$ cat config.mk
export PLATFORM = sky130hd
export DESIGN_NAME = tbhu_blend
export DESIGN_NICKNAME = d
export VERILOG_FILES = /design/src/tbhu_pkg.sv /design/src/tbhu_blend.sv
export SDC_FILE = /design/constraint.sdc
export NUM_CORES = 2
export LEC_CHECK = 0
export ABC_CLOCK_PERIOD_IN_PS = 14300
export BUFFER_PORTS_ARGS = -buffer_cell sky130_fd_sc_hd__buf_2
export CAP_MARGIN = 20
export CORE_MARGIN = 10
export CORE_UTILIZATION = 25
export CTS_CLUSTER_DIAMETER = 30
export DETAILED_ROUTE_END_ITERATION = 12
export GPL_TIMING_DRIVEN = 0
export PLACE_DENSITY = 0.43
export SLEW_MARGIN = 15
export SYNTH_ARGS = -nofsm -noshare
export SYNTH_HDL_FRONTEND = slang
export SYNTH_SLANG_ARGS = --single-unit
$ cat constraint.sdc
create_clock -name clk -period 14.3 [get_ports clk]
set_input_delay 2.86 -clock clk [delete_from_list [all_inputs] [get_ports clk]]
set_output_delay 2.86 -clock clk [all_outputs]
set_load 0.01 [all_outputs]
$ cat src/tbhu_pkg.sv
// Shared constants, handshake-side types and the color ramp table of the heat-map upscaler.
package tbhu_pkg;

    // Defaults of the top-level parameters
    localparam int SRC_WIDTH_DEF  = 32;
    localparam int SRC_HEIGHT_DEF = 24;
    localparam int DST_WIDTH_DEF  = 480;
    localparam int ROWS_DEF       = 13;

    // Fixed field widths and related constants
    localparam int LEVEL_W   = 8;
    localparam int COLOR_W   = 16;
    localparam int WADDR_W   = 10;
    localparam int PIX_W     = 9;
    localparam int PIX_MAX   = (1 << PIX_W) - 1;
    localparam int FRAC_W    = 8;
    localparam int FRAC_ONE  = 256;
    localparam int WEIGHT_W  = 2 * FRAC_W + 1;
    localparam int PROD_W    = LEVEL_W + 2 * FRAC_W;
    localparam int SUM_W     = PROD_W + 2;
    localparam int ROUND_HALF = 32768;
    localparam int LEVEL_MAX = 255;

    // Color ramp segment starts
    localparam int unsigned RAMP_K1 = 85;
    localparam int unsigned RAMP_K2 = 150;
    localparam int unsigned RAMP_K3 = 210;

    typedef enum logic {
        CMD_WRITE = 1'b0,
        CMD_PIXEL = 1'b1
    } cmd_t;

    typedef struct packed {
        logic               en;
        logic [WADDR_W-1:0] addr;
        logic [LEVEL_W-1:0] level;
    } wr_req_t;

    typedef struct packed {
        logic [FRAC_W-1:0] fx;
        logic [FRAC_W-1:0] fy;
    } frac_t;

    localparam int RAMP_ENTRIES = 1 << LEVEL_W;
    localparam int RAMP_BITS    = RAMP_ENTRIES * COLOR_W;

    function automatic logic [RAMP_BITS-1:0] build_ramp();
        logic [RAMP_BITS-1:0] lut;
        int unsigned r;
        int unsigned g;
        int unsigned b;
        int unsigned t;
        int unsigned col;
        lut = '0;
        for (int unsigned i = 0; i < RAMP_ENTRIES; i++)
        begin
            if (i < RAMP_K1)
            begin
                r = 60 + (i * 140) / 84;
                g = 0;
                b = 40 + (i * 140) / 84;
            end
            else if (i < RAMP_K2)
            begin
                t = i - RAMP_K1;
                r = 200 + (t * 55) / 64;
                g = 0;
                b = 180 - (t * 180) / 64;
            end
            else if (i < RAMP_K3)
            begin
                t = i - RAMP_K2;
                r = 255;
                g = (t * 180) / 59;
                b = 0;
            end
            else
            begin
                t = i - RAMP_K3;
                r = 255;
                g = 180 + (t * 75) / 45;
                b = 0;
            end
            if (r > 255) r = 255;
            if (g > 255) g = 255;
            if (b > 255) b = 255;
            col = ((r & 32'hF8) << 8) | ((g & 32'hFC) << 3) | (b >> 3);
            lut[i*COLOR_W +: COLOR_W] = COLOR_W'(col);
        end
        return lut;
    endfunction

    localparam logic [RAMP_BITS-1:0] RAMP_LUT = build_ramp();

endpackage

$ cat src/tbhu_blend.sv
// Bilinear blend: weights, four products, rounded sum and saturation.
module tbhu_blend (
    input  logic                         clk,
    input  logic                         rst_n,
    input  logic                         adv,
    input  logic                         c_pix,
    input  tbhu_pkg::frac_t              frac,
    input  logic [tbhu_pkg::LEVEL_W-1:0] v00,
    input  logic [tbhu_pkg::LEVEL_W-1:0] v10,
    input  logic [tbhu_pkg::LEVEL_W-1:0] v01,
    input  logic [tbhu_pkg::LEVEL_W-1:0] v11,
    output logic                         f_vld,
    output logic [tbhu_pkg::LEVEL_W-1:0] lv
);

    localparam int FW = tbhu_pkg::FRAC_W;
    localparam int WW = tbhu_pkg::WEIGHT_W;
    localparam int PW = tbhu_pkg::PROD_W;
    localparam int SW = tbhu_pkg::SUM_W;
    localparam int LW = tbhu_pkg::LEVEL_W;

    logic [FW:0]   ifx, ify, fx9, fy9;
    logic          d_vld_reg, e_vld_reg, f_vld_reg;
    logic [WW-1:0] w00_reg, w10_reg, w01_reg, w11_reg;
    logic [WW-1:0] w00_next, w10_next, w01_next, w11_next;
    logic [PW-1:0] p00_reg, p10_reg, p01_reg, p11_reg;
    logic [PW-1:0] p00_next, p10_next, p01_next, p11_next;
    logic [SW-1:0] sum;
    logic [LW-1:0] lv_reg, lv_next;

    // Weights, registered alongside the store read
    always_comb
    begin
        fx9 = {1'b0, frac.fx};
        fy9 = {1'b0, frac.fy};
        ifx = (FW+1)'(tbhu_pkg::FRAC_ONE) - fx9;
        ify = (FW+1)'(tbhu_pkg::FRAC_ONE) - fy9;
        w00_next = WW'(ifx) * WW'(ify);
        w10_next = WW'(fx9) * WW'(ify);
        w01_next = WW'(ifx) * WW'(fy9);
        w11_next = WW'(fx9) * WW'(fy9);
    end

    always_comb
    begin
        p00_next = PW'(v00) * PW'(w00_reg);
        p10_next = PW'(v10) * PW'(w10_reg);
        p01_next = PW'(v01) * PW'(w01_reg);
        p11_next = PW'(v11) * PW'(w11_reg);
    end

    always_comb
    begin
        sum = SW'(p00_reg) + SW'(p10_reg) + SW'(p01_reg) + SW'(p11_reg)
            + SW'(tbhu_pkg::ROUND_HALF);
        if ((sum >> 16) > SW'(tbhu_pkg::LEVEL_MAX)) lv_next = LW'(tbhu_pkg::LEVEL_MAX);
        else                                        lv_next = sum[16 +: LW];
    end

    always_ff @(posedge clk or negedge rst_n)
    begin
        if (!rst_n)
        begin
            d_vld_reg <= 1'b0;
            e_vld_reg <= 1'b0;
            f_vld_reg <= 1'b0;
        end
        else if (adv)
        begin
            d_vld_reg <= c_pix;
            e_vld_reg <= d_vld_reg;
            f_vld_reg <= e_vld_reg;
        end
    end

    always_ff @(posedge clk)
    begin
        if (adv)
        begin
            w00_reg <= w00_next;
            w10_reg <= w10_next;
            w01_reg <= w01_next;
            w11_reg <= w11_next;
            p00_reg <= p00_next;
            p10_reg <= p10_next;
            p01_reg <= p01_next;
            p11_reg <= p11_next;
            lv_reg  <= lv_next;
        end
    end

    assign f_vld = f_vld_reg;
    assign lv    = lv_reg;

endmodule

# Word level (Yosys, flattened, before mapping)

Index checks and enable logic that the tools add are counted.

Bits in writable memories: 0
ROM bits: 0
Word-level logic and storage cells: 27
Latch bits: 0
Input bits: 52
Memories kept: 0
Output and inout port bits: 9
Bits in registers: 174

$mul: 8
Muxes and demuxes: 0
Bitwise operators: 0
Shift-type cells: 0
Add/subtract/negate cells: 6
Reductions and logical operators: 0
Magnitude comparators: 1
Equal/unequal tests: 0
Divide/modulo/power cells: 0

Operators by type and width:

| cell                                                           | number |
|---|---|
| multiplier 8 x 17 -> 24 bit                                    | 3 |
| adder 25 x 24 -> 26 bit                                        | 1 |
| adder 26 x 16 -> 26 bit, second input constant                 | 1 |
| adder 26 x 24 -> 26 bit                                        | 1 |
| adder 24 x 24 -> 25 bit                                        | 1 |
| multiplier 8 x 16 -> 24 bit                                    | 1 |
| subtractor 9 x 8 -> 9 bit, first input constant                | 2 |
| multiplier 8 x 9 -> 17 bit                                     | 1 |
| multiplier 9 x 8 -> 17 bit                                     | 1 |
| multiplier 9 x 9 -> 17 bit                                     | 1 |
| multiplier 8 x 8 -> 16 bit                                     | 1 |
| greater-than comparator 10 x 8 -> 1 bit, second input constant | 1 |

# Depth between registers and ports, before layout

Depth after elaboration: 5
Gate-level depth with buffers: 24
Depth with buffers taken out: 24

# Worst setup path before layout

Ideal clock, no wire load.

Kind: in2reg
Start point: input port frac[8] (netlist bit)
End point: register w00_reg[16], data pin
Slack: 6.128 ns
Path buffers: 0
Arrival: 7.912 ns
Cell stages on the path: 22
Path through: clkinv_1 > ha_1 > nand2_1 > or3_1 > xor2_1 > nand2_1 > fa_1 > inv_1 > fa_1 > inv_1 > fa_1 > fa_1 > inv_1 > ha_1 > inv_1 > o21ai_1 > a21o_1 > a21o_1 > a21o_1 > a41o_1 > o41a_1 > xnor2_1

Word-level cells in the longest chain between the ends: 2

Ends and longest elaborated chain:

| what                       | line             | RTL |
|---|---|---|
| start, declared            | tbhu_blend.sv:7  | `input tbhu_pkg::frac_t frac,` |
| subtractor 9 x 8 -> 9 bit  | tbhu_blend.sv:36 | `ifx = (FW+1)'(tbhu_pkg::FRAC_ONE) - fx9;` |
| multiplier 9 x 9 -> 17 bit | tbhu_blend.sv:38 | `w00_next = WW'(ifx) * WW'(ify);` |
| via w00_next[16]           | tbhu_blend.sv:25 | `logic [WW-1:0] w00_next, w10_next, w01_next, w11_next;` |
| end signal, assigned       | tbhu_blend.sv:80 | `w00_reg <= w00_next;` |
| end, declared              | tbhu_blend.sv:24 | `logic [WW-1:0] w00_reg, w10_reg, w01_reg, w11_reg;` |

The timed path passes the listed nets, and every way through them passes these cells.
A chain may end at the register's enable or synchronous reset.

# Worst setup path in the final report

Start point: input port frac[1] (netlist bit)
End point: register w10_reg[16], data pin

Word-level cells in the longest chain between the ends: 2

Ends and longest elaborated chain:

| what                       | line             | RTL |
|---|---|---|
| subtractor 9 x 8 -> 9 bit  | tbhu_blend.sv:37 | `ify = (FW+1)'(tbhu_pkg::FRAC_ONE) - fy9;` |
| multiplier 8 x 9 -> 17 bit | tbhu_blend.sv:39 | `w10_next = WW'(fx9) * WW'(ify);` |
| via w10_next[16]           | tbhu_blend.sv:25 |  |
| end signal, assigned       | tbhu_blend.sv:81 | `w10_reg <= w10_next;` |
| end, declared              | tbhu_blend.sv:24 |  |

The timed path passes the listed nets, and every way through them passes these cells.

==> results_dict.tcl <==
set metrics [dict create \
    outcome "completed" \
    grt_overflow 0 \
    ys_warn_count 0 \
    postCtsHoldBufs 0 \
    synth_xor_area_share_pct 4.034 \
    post-route-drc-count 0 \
    place.gp.congestion 0.8487 \
    ys_top_cells_by_count "inv_1 (701), fa_1 (567), and2_1 (469), ha_1 (366), nand2_1 (328)" \
    io_buffers 56 \
    die_h_um 380.9 \
    pin_count 61 \
    postRouteAntennaNets 0 \
    top_layer_used "met5" \
    track_usage_pct 12.62 \
    synth_compound_area_share_pct 5.429 \
    synth_cells 3356 \
    dr_wl_met3_um 2958 \
    tightest_slew_ns 1.047 \
    worst_clock_skew_ns 0.02608 \
    cts_root_buf "clkbuf_16" \
    slew_viol_final 0 \
    wl_per_cell_um 17.36 \
    pre_cts_slack_ns 4.966 \
    yosys.area.top_type "fa_1" \
    dpl_cell_area_um2 35110 \
    grt_max_degree 70 \
    yosysMostFrequentCell "inv_1" \
    dp_hpwl_um 75960 \
    rows 132 \
    required_ns 14.51 \
    vias 22106 \
    initial_utilization_pct 25.15 \
    yosys-mux-area-fraction_pct 0.1037 \
    synth_edf_count 168 \
    worstSetupPathType "in -> reg" \
    post-route-period-util_pct 62.80 \
    cp-startpoint "frac[1]" \
    postCtsSetupBuffers 0 \
    ys_ff_latch 171 \
    rsz0062_at_grt "false" \
    fin_crit_ns 8.981 \
    clkTransAtPathRegs_ns 0.10 \
    drt_iter0_drc 1073 \
    path_max_fanout 10 \
    tns_ns 0 \
    antenna_found_initial 8 \
    dieArea_um2 145100 \
    r2r_slack_ns 8.64 \
    layout.cells.non_filler 5192 \
    cts_max_level 4 \
    cts_buffer_depth 2 \
    cts_tree "built" \
    synth_adder_area_share_pct 48.92 \
    r2r-start "w00_reg[0]" \
    wirelength_um 90120 \
    syn_nets 4341 \
    ff2ff_path_depth 18 \
    met1_length_um 43450 \
    final_nets 4420 \
    cp.arrival_ns 9.19 \
    fp.dieW_um 380.9 \
    max_freq_mhz 111.4 \
    hold_violations 0 \
    routed_via_density 4.258 \
    synthSimpleGateAreaFrac_pct 16.76 \
    relSlewSlack_pct 29.69 \
    placed_cells 5158 \
    worstSetupStartpointType "input pin" \
    finalSetupViolCount 0 \
    synthArstFlopShare_pct 1.754 \
    cts.repair.resized 0 \
    setup_slack_ns 5.319 \
    avgSynthCellArea_um2 9.704 \
    areaGrowthSynthToFinish_pct 9.682 \
    core_um2 129500 \
    grt_pass1_vias 23636 \
    synth_top_area_share_pct 34.86 \
    min_path_type "reg -> reg" \
    ys_seq_area_share_pct 15.72 \
    timing.rr.end "p00_reg[23]" \
    insertion_delay_ns 0.50 \
    ys.flop_type "edfxtp_1" \
    synth.top_cells.by_area "fa_1 (35%), edfxtp_1 (15%), ha_1 (14%), and2_1 (9.0%), inv_1 (8.1%)" \
    dr.pass1.iters 5 \
    cts_buffers 17 \
    synth_top_family_by_area "adder cells" \
    cts_sinks 171 \
    crit_end "w10_reg[16]" \
    cap_violations 0 \
    grt_pass1_wl_um 142200 \
    drive_above_1_share_pct 3.567 \
    synth.distinct_cells 69 \
    synthesis.area_um2 32560 \
    cp-end-kind "flip-flop" \
    fin_area_um2 35720 \
    wl_met2_um 42910 \
]
==> layout make-up <==
| cell class | instances | area, um^2 |
|---|---|---|
| Antenna cell | 2 | 5.005 |
| Buffer | 80 | 301.5 |
| Clock buffer | 17 | 425.4 |
| Clock inverter | 15 | 175.2 |
| Fill cell | 14028 | 93770 |
| Inverter | 703 | 2639 |
| Multi-Input combinational cell | 2402 | 24500 |
| Sequential cell | 171 | 5120 |
| Tap cell | 1742 | 2180 |
| Timing Repair Buffer | 60 | 367.9 |
==> worst min path at each step <==
| stage | cells after the start | slack [ns] | startpoint | to |
|---|---|---|---|---|
| 3_5_place_dp | 1 | 0.50 | d_vld_reg | d_vld_reg |
| 6_report | 1 | 0.52 | e_vld_reg | e_vld_reg |
| 2_1_floorplan | 1 | 0.47 | d_vld_reg | d_vld_reg |
| 3_3_place_gp | 1 | 0.49 | d_vld_reg | e_vld_reg |
| 5_1_grt | 1 | 0.54 | f_vld | f_vld |
| 4_1_cts | 1 | 0.52 | d_vld_reg | d_vld_reg |
==> cell usage in the layout (no fill, tap or decap), types with 13 or more instances in the layout <==
cell         n
ha_1       366
a31oi_1     14
o21ai_0     46
nand2_1    328
o21a_1      21
xor2_1      33
inv_1      701
nor2_1     109
buf_2       56
edfxtp_1   168
nand3_1     24
and2_1     469
xnor2_1    117
a21oi_1     66
or3_1       13
clkbuf_1    77
fa_1       567
nor2b_1     26
nor3_1      31
clkbuf_16   17
a21o_1      34
==> kinds of logic after synthesis <==
logic type | after synthesis
adder cells (fa/ha/maj) | 933
AO/OA/AOI/OAI | 264
AND/OR/NAND/NOR | 1052
buffers and inverters | 783
XOR/XNOR | 150
flip-flops | 171
multiplexers | 3
==> per-stage QoR <==
step	hold WS (ns)	util, %
after floorplan	0.4749	-
after global placement	0.4880	27.05
after detailed placement	0.4962	27.12
after CTS	0.5194	27.58
after global routing	0.5390	27.58
final	0.5169	27.58
==> metal layers <==
metal  track usage [%]  up-vias
met3             1.705       55
met1             17.73    11206
met4             1.681        8
met5                 0        -
li1                  -    10532
met2             21.00      305
==> worst max-delay path, cell delays in order <==
cell	delay, ns
buf_2	0.14
inv_1	0.29
ha_1	0.32
nand2_1	0.19
or3_1	0.49
xor2_1	0.30
clkbuf_1	0.59
and2_1	0.25
fa_1	0.42
fa_1	0.50
fa_1	0.52
inv_1	0.06
fa_1	0.47
inv_1	0.04
ha_1	0.31
or2_2	0.30
a31oi_1	0.26
nor2b_1	0.09
o21ai_1	0.20
a211oi_1	0.11
a211oi_1	0.48
Power is not shown: default switching activity piles up to over one toggle a cycle in this logic, so the estimate is an artifact.
