File: src/tbhu_pkg.sv
// Shared constants, handshake-side types and the color ramp table of the heat-map upscaler.
package tbhu_pkg;

    // Defaults of the top-level parameters
    localparam int SRC_WIDTH_DEF  = 32;
    localparam int SRC_HEIGHT_DEF = 24;
    localparam int DST_WIDTH_DEF  = 480;
    localparam int ROWS_DEF       = 13;

    // Fixed field widths and related constants
    localparam int LEVEL_W   = 8;
    localparam int COLOR_W   = 16;
    localparam int WADDR_W   = 10;
    localparam int PIX_W     = 9;
    localparam int PIX_MAX   = (1 << PIX_W) - 1;
    localparam int FRAC_W    = 8;
    localparam int FRAC_ONE  = 256;
    localparam int WEIGHT_W  = 2 * FRAC_W + 1;
    localparam int PROD_W    = LEVEL_W + 2 * FRAC_W;
    localparam int SUM_W     = PROD_W + 2;
    localparam int ROUND_HALF = 32768;
    localparam int LEVEL_MAX = 255;

    // Color ramp segment starts
    localparam int unsigned RAMP_K1 = 85;
    localparam int unsigned RAMP_K2 = 150;
    localparam int unsigned RAMP_K3 = 210;

    typedef enum logic {
        CMD_WRITE = 1'b0,
        CMD_PIXEL = 1'b1
    } cmd_t;

    typedef struct packed {
        logic               en;
        logic [WADDR_W-1:0] addr;
        logic [LEVEL_W-1:0] level;
    } wr_req_t;

    typedef struct packed {
        logic [FRAC_W-1:0] fx;
        logic [FRAC_W-1:0] fy;
    } frac_t;

    localparam int RAMP_ENTRIES = 1 << LEVEL_W;
    localparam int RAMP_BITS    = RAMP_ENTRIES * COLOR_W;

    function automatic logic [RAMP_BITS-1:0] build_ramp();
        logic [RAMP_BITS-1:0] lut;
        int unsigned r;
        int unsigned g;
        int unsigned b;
        int unsigned t;
        int unsigned col;
        lut = '0;
        for (int unsigned i = 0; i < RAMP_ENTRIES; i++)
        begin
            if (i < RAMP_K1)
            begin
                r = 60 + (i * 140) / 84;
                g = 0;
                b = 40 + (i * 140) / 84;
            end
            else if (i < RAMP_K2)
            begin
                t = i - RAMP_K1;
                r = 200 + (t * 55) / 64;
                g = 0;
                b = 180 - (t * 180) / 64;
            end
            else if (i < RAMP_K3)
            begin
                t = i - RAMP_K2;
                r = 255;
                g = (t * 180) / 59;
                b = 0;
            end
            else
            begin
                t = i - RAMP_K3;
                r = 255;
                g = 180 + (t * 75) / 45;
                b = 0;
            end
            if (r > 255) r = 255;
            if (g > 255) g = 255;
            if (b > 255) b = 255;
            col = ((r & 32'hF8) << 8) | ((g & 32'hFC) << 3) | (b >> 3);
            lut[i*COLOR_W +: COLOR_W] = COLOR_W'(col);
        end
        return lut;
    endfunction

    localparam logic [RAMP_BITS-1:0] RAMP_LUT = build_ramp();

endpackage

File: src/tbhu_cdiv.sv
// Division of an unsigned value by a fixed divisor through a reciprocal multiply.
module tbhu_cdiv #(
    parameter int NUM_W   = 9,
    parameter int DIVISOR = 13
) (
    input  logic [NUM_W-1:0] num,
    output logic [NUM_W-1:0] quo
);

    localparam int SHIFT_L = $clog2(DIVISOR);
    localparam int SHIFT   = NUM_W + SHIFT_L;
    localparam int MULT_W  = NUM_W + 2;
    localparam int PRODW   = NUM_W + MULT_W;
    localparam longint unsigned MULT_FULL =
        ((64'd1 << SHIFT) + 64'(DIVISOR) - 64'd1) / 64'(DIVISOR);
    localparam logic [MULT_W-1:0] MULT = MULT_W'(MULT_FULL);

    logic [PRODW-1:0] prod;

    // ceil(2^SHIFT / d) is exact for every NUM_W-bit numerator
    assign prod = PRODW'(num) * PRODW'(MULT);
    assign quo  = NUM_W'(prod >> SHIFT);

endmodule

File: src/tbhu_addr_gen.sv
// Coordinate mapping: clamp, source row/column, fractions and frame store addresses.
module tbhu_addr_gen #(
    parameter int SRC_WIDTH           = tbhu_pkg::SRC_WIDTH_DEF,
    parameter int SRC_HEIGHT          = tbhu_pkg::SRC_HEIGHT_DEF,
    parameter int DST_WIDTH           = tbhu_pkg::DST_WIDTH_DEF,
    parameter int ROWS_PER_SOURCE_ROW = tbhu_pkg::ROWS_DEF,
    parameter int ADDR_W              = 10
) (
    input  logic                         clk,
    input  logic                         rst_n,
    input  logic                         adv,
    input  logic                         fire,
    input  logic                         cmd,
    input  logic [tbhu_pkg::WADDR_W-1:0] write_address,
    input  logic [tbhu_pkg::LEVEL_W-1:0] write_level,
    input  logic [tbhu_pkg::PIX_W-1:0]   pixel_x,
    input  logic [tbhu_pkg::PIX_W-1:0]   pixel_y,
    output logic                         c_pix,
    output tbhu_pkg::wr_req_t            wr,
    output tbhu_pkg::frac_t              frac,
    output logic [ADDR_W-1:0]            addr00,
    output logic [ADDR_W-1:0]            addr10,
    output logic [ADDR_W-1:0]            addr01,
    output logic [ADDR_W-1:0]            addr11
);

    localparam int PW      = tbhu_pkg::PIX_W;
    localparam int FW      = tbhu_pkg::FRAC_W;
    localparam int DEPTH   = SRC_WIDTH * SRC_HEIGHT;
    localparam int X_W     = $clog2(SRC_WIDTH);
    localparam int Y0_W    = $clog2(SRC_HEIGHT);
    localparam int PY_W    = (ROWS_PER_SOURCE_ROW > 1) ? $clog2(ROWS_PER_SOURCE_ROW) : 1;
    localparam int Y_LAST  = SRC_HEIGHT * ROWS_PER_SOURCE_ROW - 1;
    localparam int X_LAST  = DST_WIDTH - 1;
    localparam int TX_K    = (SRC_WIDTH - 1) * tbhu_pkg::FRAC_ONE;
    localparam int TX_W    = $clog2(TX_K + 1);
    localparam int TXQ     = TX_K / (DST_WIDTH - 1);
    localparam int TXR     = TX_K % (DST_WIDTH - 1);
    localparam int XC_MAX  = (X_LAST < tbhu_pkg::PIX_MAX) ? X_LAST : tbhu_pkg::PIX_MAX;
    localparam int XR_MAX  = XC_MAX * TXR;
    localparam int XR_W    = (XR_MAX > 0) ? $clog2(XR_MAX + 1) : 1;

    // Stage A
    logic                a_vld_reg;
    logic                a_px_reg;
    logic [tbhu_pkg::WADDR_W-1:0] a_waddr_reg;
    logic [tbhu_pkg::LEVEL_W-1:0] a_wlevel_reg;
    logic [PW-1:0]       a_yc_reg, a_yc_next;
    logic [Y0_W-1:0]     a_y0_reg, a_y0_next;
    logic [TX_W-1:0]     a_txa_reg, a_txa_next;
    logic [XR_W-1:0]     a_xr_reg, a_xr_next;
    logic [PW-1:0]       xc;
    logic [PW-1:0]       yq;

    // Stage B
    logic                b_vld_reg;
    logic                b_px_reg;
    logic [tbhu_pkg::WADDR_W-1:0] b_waddr_reg;
    logic [tbhu_pkg::LEVEL_W-1:0] b_wlevel_reg;
    logic [Y0_W-1:0]     b_y0_reg;
    logic [PY_W-1:0]     b_py_reg, b_py_next;
    logic [TX_W-1:0]     b_tx_reg, b_tx_next;
    logic [XR_W-1:0]     xq;

    // Stage C
    logic                c_vld_reg;
    logic                c_px_reg;
    logic                c_wen_reg, c_wen_next;
    logic [tbhu_pkg::WADDR_W-1:0] c_waddr_reg;
    logic [tbhu_pkg::LEVEL_W-1:0] c_wlevel_reg;
    logic [Y0_W-1:0]     c_y0_reg;
    logic [X_W-1:0]      c_x0_reg, c_x0_next;
    logic [FW-1:0]       c_fx_reg, c_fx_next;
    logic [FW-1:0]       c_fy_reg, c_fy_next;
    logic [PY_W+FW-1:0]  fyq;
    logic [X_W-1:0]      c_x1;
    logic [Y0_W-1:0]     c_y1;

    // Stage A: clamp, row = y / R, column product split as x*q + x*r/D
    always_comb
    begin
        if (32'(pixel_y) > Y_LAST) a_yc_next = PW'(Y_LAST);
        else                       a_yc_next = pixel_y;
        if (32'(pixel_x) > X_LAST) xc = PW'(X_LAST);
        else                       xc = pixel_x;
        a_y0_next  = Y0_W'(yq);
        a_txa_next = TX_W'(32'(xc) * TXQ);
        a_xr_next  = XR_W'(32'(xc) * TXR);
    end

    tbhu_cdiv #(.NUM_W(PW), .DIVISOR(ROWS_PER_SOURCE_ROW)) u_ydiv (
        .num (a_yc_next),
        .quo (yq)
    );

    // Stage B: remainder row and full column (unsigned 5.8 at the default sizes)
    tbhu_cdiv #(.NUM_W(XR_W), .DIVISOR(DST_WIDTH - 1)) u_xdiv (
        .num (a_xr_reg),
        .quo (xq)
    );

    always_comb
    begin
        b_py_next = PY_W'(32'(a_yc_reg) - 32'(a_y0_reg) * ROWS_PER_SOURCE_ROW);
        b_tx_next = a_txa_reg + TX_W'(xq);
    end

    // Stage C: fractions, left column, write qualification
    tbhu_cdiv #(.NUM_W(PY_W + FW), .DIVISOR(ROWS_PER_SOURCE_ROW)) u_fydiv (
        .num ({b_py_reg, {FW{1'b0}}}),
        .quo (fyq)
    );

    always_comb
    begin
        c_fy_next = FW'(fyq);
        c_fx_next = b_tx_reg[FW-1:0];
        if (32'(b_tx_reg >> FW) > SRC_WIDTH - 1) c_x0_next = X_W'(SRC_WIDTH - 1);
        else                                     c_x0_next = X_W'(b_tx_reg >> FW);
        c_wen_next = !b_px_reg && (32'(b_waddr_reg) < DEPTH);
    end

    always_ff @(posedge clk or negedge rst_n)
    begin
        if (!rst_n)
        begin
            a_vld_reg <= 1'b0;
            b_vld_reg <= 1'b0;
            c_vld_reg <= 1'b0;
        end
        else if (adv)
        begin
            a_vld_reg <= fire;
            b_vld_reg <= a_vld_reg;
            c_vld_reg <= b_vld_reg;
        end
    end

    always_ff @(posedge clk)
    begin
        if (adv)
        begin
            a_px_reg     <= (cmd == tbhu_pkg::CMD_PIXEL);
            a_waddr_reg  <= write_address;
            a_wlevel_reg <= write_level;
            a_yc_reg     <= a_yc_next;
            a_y0_reg     <= a_y0_next;
            a_txa_reg    <= a_txa_next;
            a_xr_reg     <= a_xr_next;

            b_px_reg     <= a_px_reg;
            b_waddr_reg  <= a_waddr_reg;
            b_wlevel_reg <= a_wlevel_reg;
            b_y0_reg     <= a_y0_reg;
            b_py_reg     <= b_py_next;
            b_tx_reg     <= b_tx_next;

            c_px_reg     <= b_px_reg;
            c_wen_reg    <= c_wen_next;
            c_waddr_reg  <= b_waddr_reg;
            c_wlevel_reg <= b_wlevel_reg;
            c_y0_reg     <= b_y0_reg;
            c_x0_reg     <= c_x0_next;
            c_fx_reg     <= c_fx_next;
            c_fy_reg     <= c_fy_next;
        end
    end

    // Neighbor indices, clamped at the last row and column
    always_comb
    begin
        if (32'(c_x0_reg) < SRC_WIDTH - 1)  c_x1 = c_x0_reg + 1'b1;
        else                                c_x1 = c_x0_reg;
        if (32'(c_y0_reg) < SRC_HEIGHT - 1) c_y1 = c_y0_reg + 1'b1;
        else                                c_y1 = c_y0_reg;
    end

    assign addr00 = ADDR_W'(32'(c_y0_reg) * SRC_WIDTH + 32'(c_x0_reg));
    assign addr10 = ADDR_W'(32'(c_y0_reg) * SRC_WIDTH + 32'(c_x1));
    assign addr01 = ADDR_W'(32'(c_y1) * SRC_WIDTH + 32'(c_x0_reg));
    assign addr11 = ADDR_W'(32'(c_y1) * SRC_WIDTH + 32'(c_x1));

    assign c_pix      = c_vld_reg && c_px_reg;
    assign wr.en      = c_vld_reg && c_wen_reg;
    assign wr.addr    = c_waddr_reg;
    assign wr.level   = c_wlevel_reg;
    assign frac.fx    = c_fx_reg;
    assign frac.fy    = c_fy_reg;

endmodule

File: config.mk
export PLATFORM = sky130hd
export DESIGN_NAME = tbhu_addr_gen
export DESIGN_NICKNAME = d
export VERILOG_FILES = /design/src/tbhu_pkg.sv /design/src/tbhu_cdiv.sv /design/src/tbhu_addr_gen.sv
export SDC_FILE = /design/constraint.sdc
export NUM_CORES = 1
export LEC_CHECK = 0
export BUFFER_PORTS_ARGS = -buffer_cell sky130_fd_sc_hd__buf_4
export CORE_ASPECT_RATIO = 2
export CORE_MARGIN = 5
export CORE_UTILIZATION = 40
export DETAILED_ROUTE_END_ITERATION = 16
export MAX_ROUTING_LAYER = met4
export PLACE_DENSITY = 0.72
export SLEW_MARGIN = 40
export SYNTH_ARGS = -nofsm -noshare
export SYNTH_HDL_FRONTEND = slang
export SYNTH_SLANG_ARGS = --single-unit
File: constraint.sdc
create_clock -name clk -period 6.12 [get_ports clk]
set_clock_uncertainty 0.2 [all_clocks]
set_input_delay 1.224 -clock clk [delete_from_list [all_inputs] [get_ports clk]]
set_output_delay 1.224 -clock clk [all_outputs]
set_load 0.01 [all_outputs]
# Word-level counts from Yosys, hierarchy flattened
# Cells that the tools add are included.
# W data, S select, Z words.
[op_classes] add_sub_neg=8 multipliers=5 order_cmp=6 mux=4 n_reduce_logical=4
[op_table] op="$add A10 B5 Y10" n=4
[op_table] op="$mul A13 B18 Y31 const B" n=1
[op_table] op="$gt A9 B9 Y1 const B" n=2
[op_table] op="$mul A9 B10 Y18 const B" n=1
[op_table] op="$mux W9" n=2
[op_table] op="$mul A4 B12 Y15 const B" n=1
[op_table] op="$add A13 B9 Y13" n=1
[op_table] op="$mul A9 B5 Y13 const B" n=1
[op_table] op="$add A5 B1 Y5 const B" n=2
[op_table] op="$lt A10 B10 Y1 const B" n=1
[op_table] op="$lt A5 B5 Y1 const B" n=2
[op_table] op="$mux W5" n=2
[op_table] op="$gt A5 B5 Y1 const B" n=1
[op_table] op="$mul A5 B4 Y4 const B" n=1
[op_table] op="$sub A4 B4 Y4" n=1
[op_table] op="$logic_and A1 B1 Y1" n=3
[op_table] op="$logic_not A1 Y1" n=1
[totals] reg_bits=140

# Logic depth before layout (Yosys ltp)
[depth] depth_word=3 ltp_mapped=27 depth_no_buf=27

# Hierarchy
# A second synthesis with hierarchy kept.
[unflattened] hier_cells=1197 hier_area_um2=13873.3
[by_module_without_submodules] mod="tbhu_addr_gen" n_inst=1 cells_per_inst=340 area_per_inst_um2=5540.3
[by_module_without_submodules] mod="tbhu_cdiv at u_xdiv" n_inst=1 cells_per_inst=448 area_per_inst_um2=4362.9
[by_module_without_submodules] mod="tbhu_cdiv at u_fydiv" n_inst=1 cells_per_inst=239 area_per_inst_um2=2374.8
[by_module_without_submodules] mod="tbhu_cdiv at u_ydiv" n_inst=1 cells_per_inst=170 area_per_inst_um2=1595.3

# Worst setup path before layout
# Ideal clock, no wire load.
[synth_timing] kind="register -> register" startpoint="register a_xr_reg[14]" endpoint="register b_tx_reg[12], data pin" setup_time_ns=0.259 arrival_ns=5.749 path_slack_ns=-0.088 stages_incl_launch_ff=24 n_path_buf=0 cell_sequence="edfxtp_1 -> fa_1 -> fa_1 -> fa_1 -> inv_1 -> fa_1 -> fa_1 -> inv_1 -> ha_1 -> nand4_1 -> a211o_1 -> a311o_1 -> a41oi_2 -> o21a_1 -> nor2_1 -> xnor2_1 -> ha_1 -> fa_1 -> a21oi_1 -> nor2_1 -> nor2_1 -> nor2b_1 -> o2111ai_1 -> xnor2_1"
[synth_between] elab_chain_len=2
[synth_rtl] element="start: declaration" line_no="tbhu_addr_gen.sv:51" source="logic [XR_W-1:0] a_xr_reg, a_xr_next;"
[synth_rtl] element="start signal: assignment" line_no="tbhu_addr_gen.sv:149" source="a_xr_reg <= a_xr_next;"
[synth_rtl] element="$mul A13 B18 Y31" line_no="tbhu_cdiv.sv:21" source="assign prod = PRODW'(num) * PRODW'(MULT);"
[synth_rtl] element="$add A13 B9 Y13" line_no="tbhu_addr_gen.sv:105" source="b_tx_next = a_txa_reg + TX_W'(xq);"
[synth_rtl] element="via b_tx_next[12]" line_no="tbhu_addr_gen.sv:62" source="logic [TX_W-1:0] b_tx_reg, b_tx_next;"
[synth_rtl] element="end signal: assignment" line_no="tbhu_addr_gen.sv:156" source="b_tx_reg <= b_tx_next;"
[synth_rtl] element="end: declaration" line_no="tbhu_addr_gen.sv:62"
# The timed path passes the listed nets, and every way through them passes these cells.
# A chain may end at the register's enable or synchronous reset.

# Worst setup path after layout
[layout_timing] startpoint="register a_xr_reg[14]" endpoint="register b_tx_reg[11], data pin"
# The elaborated chain is that of the path after synthesis.

==> flow_summary.json <==
{
  "status": "finished with violations",
  "failed_checks": "setup timing",
  "instances_no_fill": 1409,
  "synth_cell_types": 48,
  "setup_tns_ps": -470,
  "startpoint_type": "flip-flop",
  "met3_usage_pct": 2.72,
  "grt-ovfl-total": 0,
  "wl_per_cell_um": 15.7,
  "vias": 6717,
  "reg2reg_depth": 24,
  "synth_edf_count": 133,
  "fillers": 2247,
  "yosys.area.top_type": "edfxtp_1",
  "vias_per_cell": 4.77,
  "multi_input_comb_area_um2": 5770,
  "met2_usage_pct": 31.0,
  "yosysWarnings": 0,
  "top_usage_layer": "met2",
  "clock_path_buffers": 2,
  "cp-end-kind": "flip-flop",
  "cp_max_fo": 4,
  "drt_iter0_drc": 260,
  "synthCells": 860,
  "core_um2": 26200,
  "detail-route-antenna-nets": 0,
  "place_congestion": 0.962,
  "dieHeight_um": 239,
  "cap_violations": 0,
  "rsz0062_at_grt": "true",
  "root_buffer": "clkbuf_16",
  "cts_tree": "built",
  "hold_path.class": "reg2reg",
  "slew_headroom_pct": 52.8,
  "ys_top_cells_by_count": "191 x inv_1, 182 x ha_1, 133 x edfxtp_1",
  "cts_hold_buf": 0,
  "grt_pass1_vias": 7299,
  "grt_pass1_wl_mm": 35.0,
  "ir_drop_mv": 0.264,
  "cts_buffers": 17,
  "synth_area_per_cell_um2": 12.2,
  "post-route-period-util_pct": 102,
  "drive_gt1_share_pct": 26.7,
  "synth_top_cell_area_share_pct": 38.0,
  "cts_num_sinks": 136,
  "cp_common_cell": "fa_2",
  "fin_crit_ps": 6240,
  "rows": 84,
  "dieWidth_um": 125,
  "hold_viol": 0,
  "ios": 117,
  "grt_max_degree": 81,
  "nets": 1360,
  "min_path_cells": 0,
  "crit_cells": 24,
  "p_leak_nw": 6.27,
  "dp_slack_ps": -372,
  "cpMaxStageDelayCell": "fa_2",
  "antenna_found_initial": 1,
  "ys_ff_latch": 136,
  "path_delay_family": "adder cells",
  "cts_htree_levels": 4,
  "synth-seq-area-share_pct": 38.7,
  "die-area_um2": 29800,
  "drtPass1Iterations": 5,
  "initial_core_util_pct": 40.2,
  "setup_slack_ps": -121,
  "clkTransAtPathRegs_ps": 60,
  "critical_path_buf_inv_count": 5,
  "fmax_mhz": 160,
  "p_per_area_nw_per_um2": 556,
  "port_buffers": 116,
  "drv_slew": 0,
  "critPathMaxStageDelay_ps": 590,
  "clock_latency_ps": 420,
  "worst_pin_slew_ps": 709,
  "path_cells": "buf_4 > fa_2 > fa_2 > fa_2 > inv_2 > fa_2 > fa_1 > inv_2 > ha_4 > and4_4 > nand2_1 > a311o_1 > a41oi_4 > buf_6 > o41ai_4 > buf_4 > xnor2_4 > ha_1 > a21o_1 > a21oi_2 > o21bai_1 > a21oi_2 > nor2_1 > xor2_1",
  "yosysMostFrequentCell": "inv_1",
  "crit_type": "reg2reg",
  "area_delta_synth_final_pct": 24.6,
  "critPathArrivalTime_ps": 6210,
  "dp_hpwl_mm": 18.3,
  "use_met1_pct": 12.9,
  "syn_area_um2": 10500,
  "drc": 0,
  "regArea_um2": 4070,
  "grt_usage_pct": 15.4,
  "crit_required_ps": 6090,
  "syn_nets": 1169,
  "ys.flop_type": "edfxtp_1",
  "dpl.cell_count": 1359,
  "finalPower_mw": 7.28,
  "wirelength_mm": 22.1,
  "setup_viol": 5,
  "ys_async_sr_fraction_pct": 2.21,
  "synth_area_leaders": "edfxtp_1 38%, ha_1 22%, fa_1 16%"
}
[per-layer routing]
metal	share of wire, %	wire [um]
met1	31	6880
met2	60	13300
met3	2.5	548
met4	5.9	1300
met5	0	0
[power breakdown]
group	leakage (nW)	switching [mW]	internal (mW)
logic	4.64	2.49	2.32
clock network	0.290	0.396	0.610
registers	1.34	0.110	1.35
[per-stage QoR]
stage                     area, um2  hold slack, ps  util, %
final                         13100             216     50.0
after detailed placement      12100             205     46.4
after CTS                     12900             219     49.5
after global routing          13100             224     50.0
after floorplan               10500             200        -
after global placement        12100             201     46.4
[worst paths after layout]
path | startpoint | end | slack [ps]
worst max-delay path | a_xr_reg[14] | b_tx_reg[11] | -120
worst min-delay path | b_wlevel_reg[1] | c_wlevel_reg[1] | 220
worst max register to register | a_xr_reg[14] | b_tx_reg[11] | -120
worst min register to register | b_wlevel_reg[1] | c_wlevel_reg[1] | 220
max in group asynchronous | rst_n | c_vld_reg | 5250
min in group asynchronous | rst_n | a_vld_reg | 380
[logic make-up (layout without fill, tap and decap cells)]
group / Yosys count / in the layout / synth area share (%)
AO/OA/AOI/OAI: 98 / 98 / 6.46
XOR/XNOR: 37 / 37 / 3.08
adder cells (fa/ha/maj): 268 / 268 / 38.0
buffers and inverters: 220 / 424 / 8.57
flip-flops: 136 / 136 / 38.7
multiplexers: 4 / 4 / 0.429
other: 0 / 1 / 0
AND/OR/NAND/NOR: 97 / 97 / 4.69
[cell usage in the layout, fill, tap and decap left out, drive strengths merged, types with 8 or more instances in the layout]
cell and count:
nand4 8, a21oi 27, a21o 15, buf 201, nand2 26, inv 198
ha 182, nand2b 11, nor2 20, xor2 9, o21ai 17, o21bai 8
fa 86, xnor2 28, edfxtp 133, clkbuf 18
[layout make-up]
cell class,count,share of cell area (%)
Timing Repair Buffer,201,11.6
Inverter,191,5.47
Tap cell,344,3.29
Antenna cell,1,0.0191
Sequential cell,136,31.1
Clock buffer,18,3.28
Clock inverter,14,1.23
Multi-Input combinational cell,504,44.0
[worst reg2reg max path: cells and delay by family, from the launching register on]
kind,cells,cell delay [ps]
buf+inv,5,600
xor+xnor,2,270
flops,1,380
simple gates,3,320
compound gates,7,1270
fa+ha+maj,7,2960
[repair_timing]
item | in CTS | in global routing
gates resized for setup | 24 | 21
setup endpoints to repair | 6 | 8
pin swaps | 25 | 20
setup buffers | 11 | 6
No activity file was read; power rests on OpenSTA's default activity.
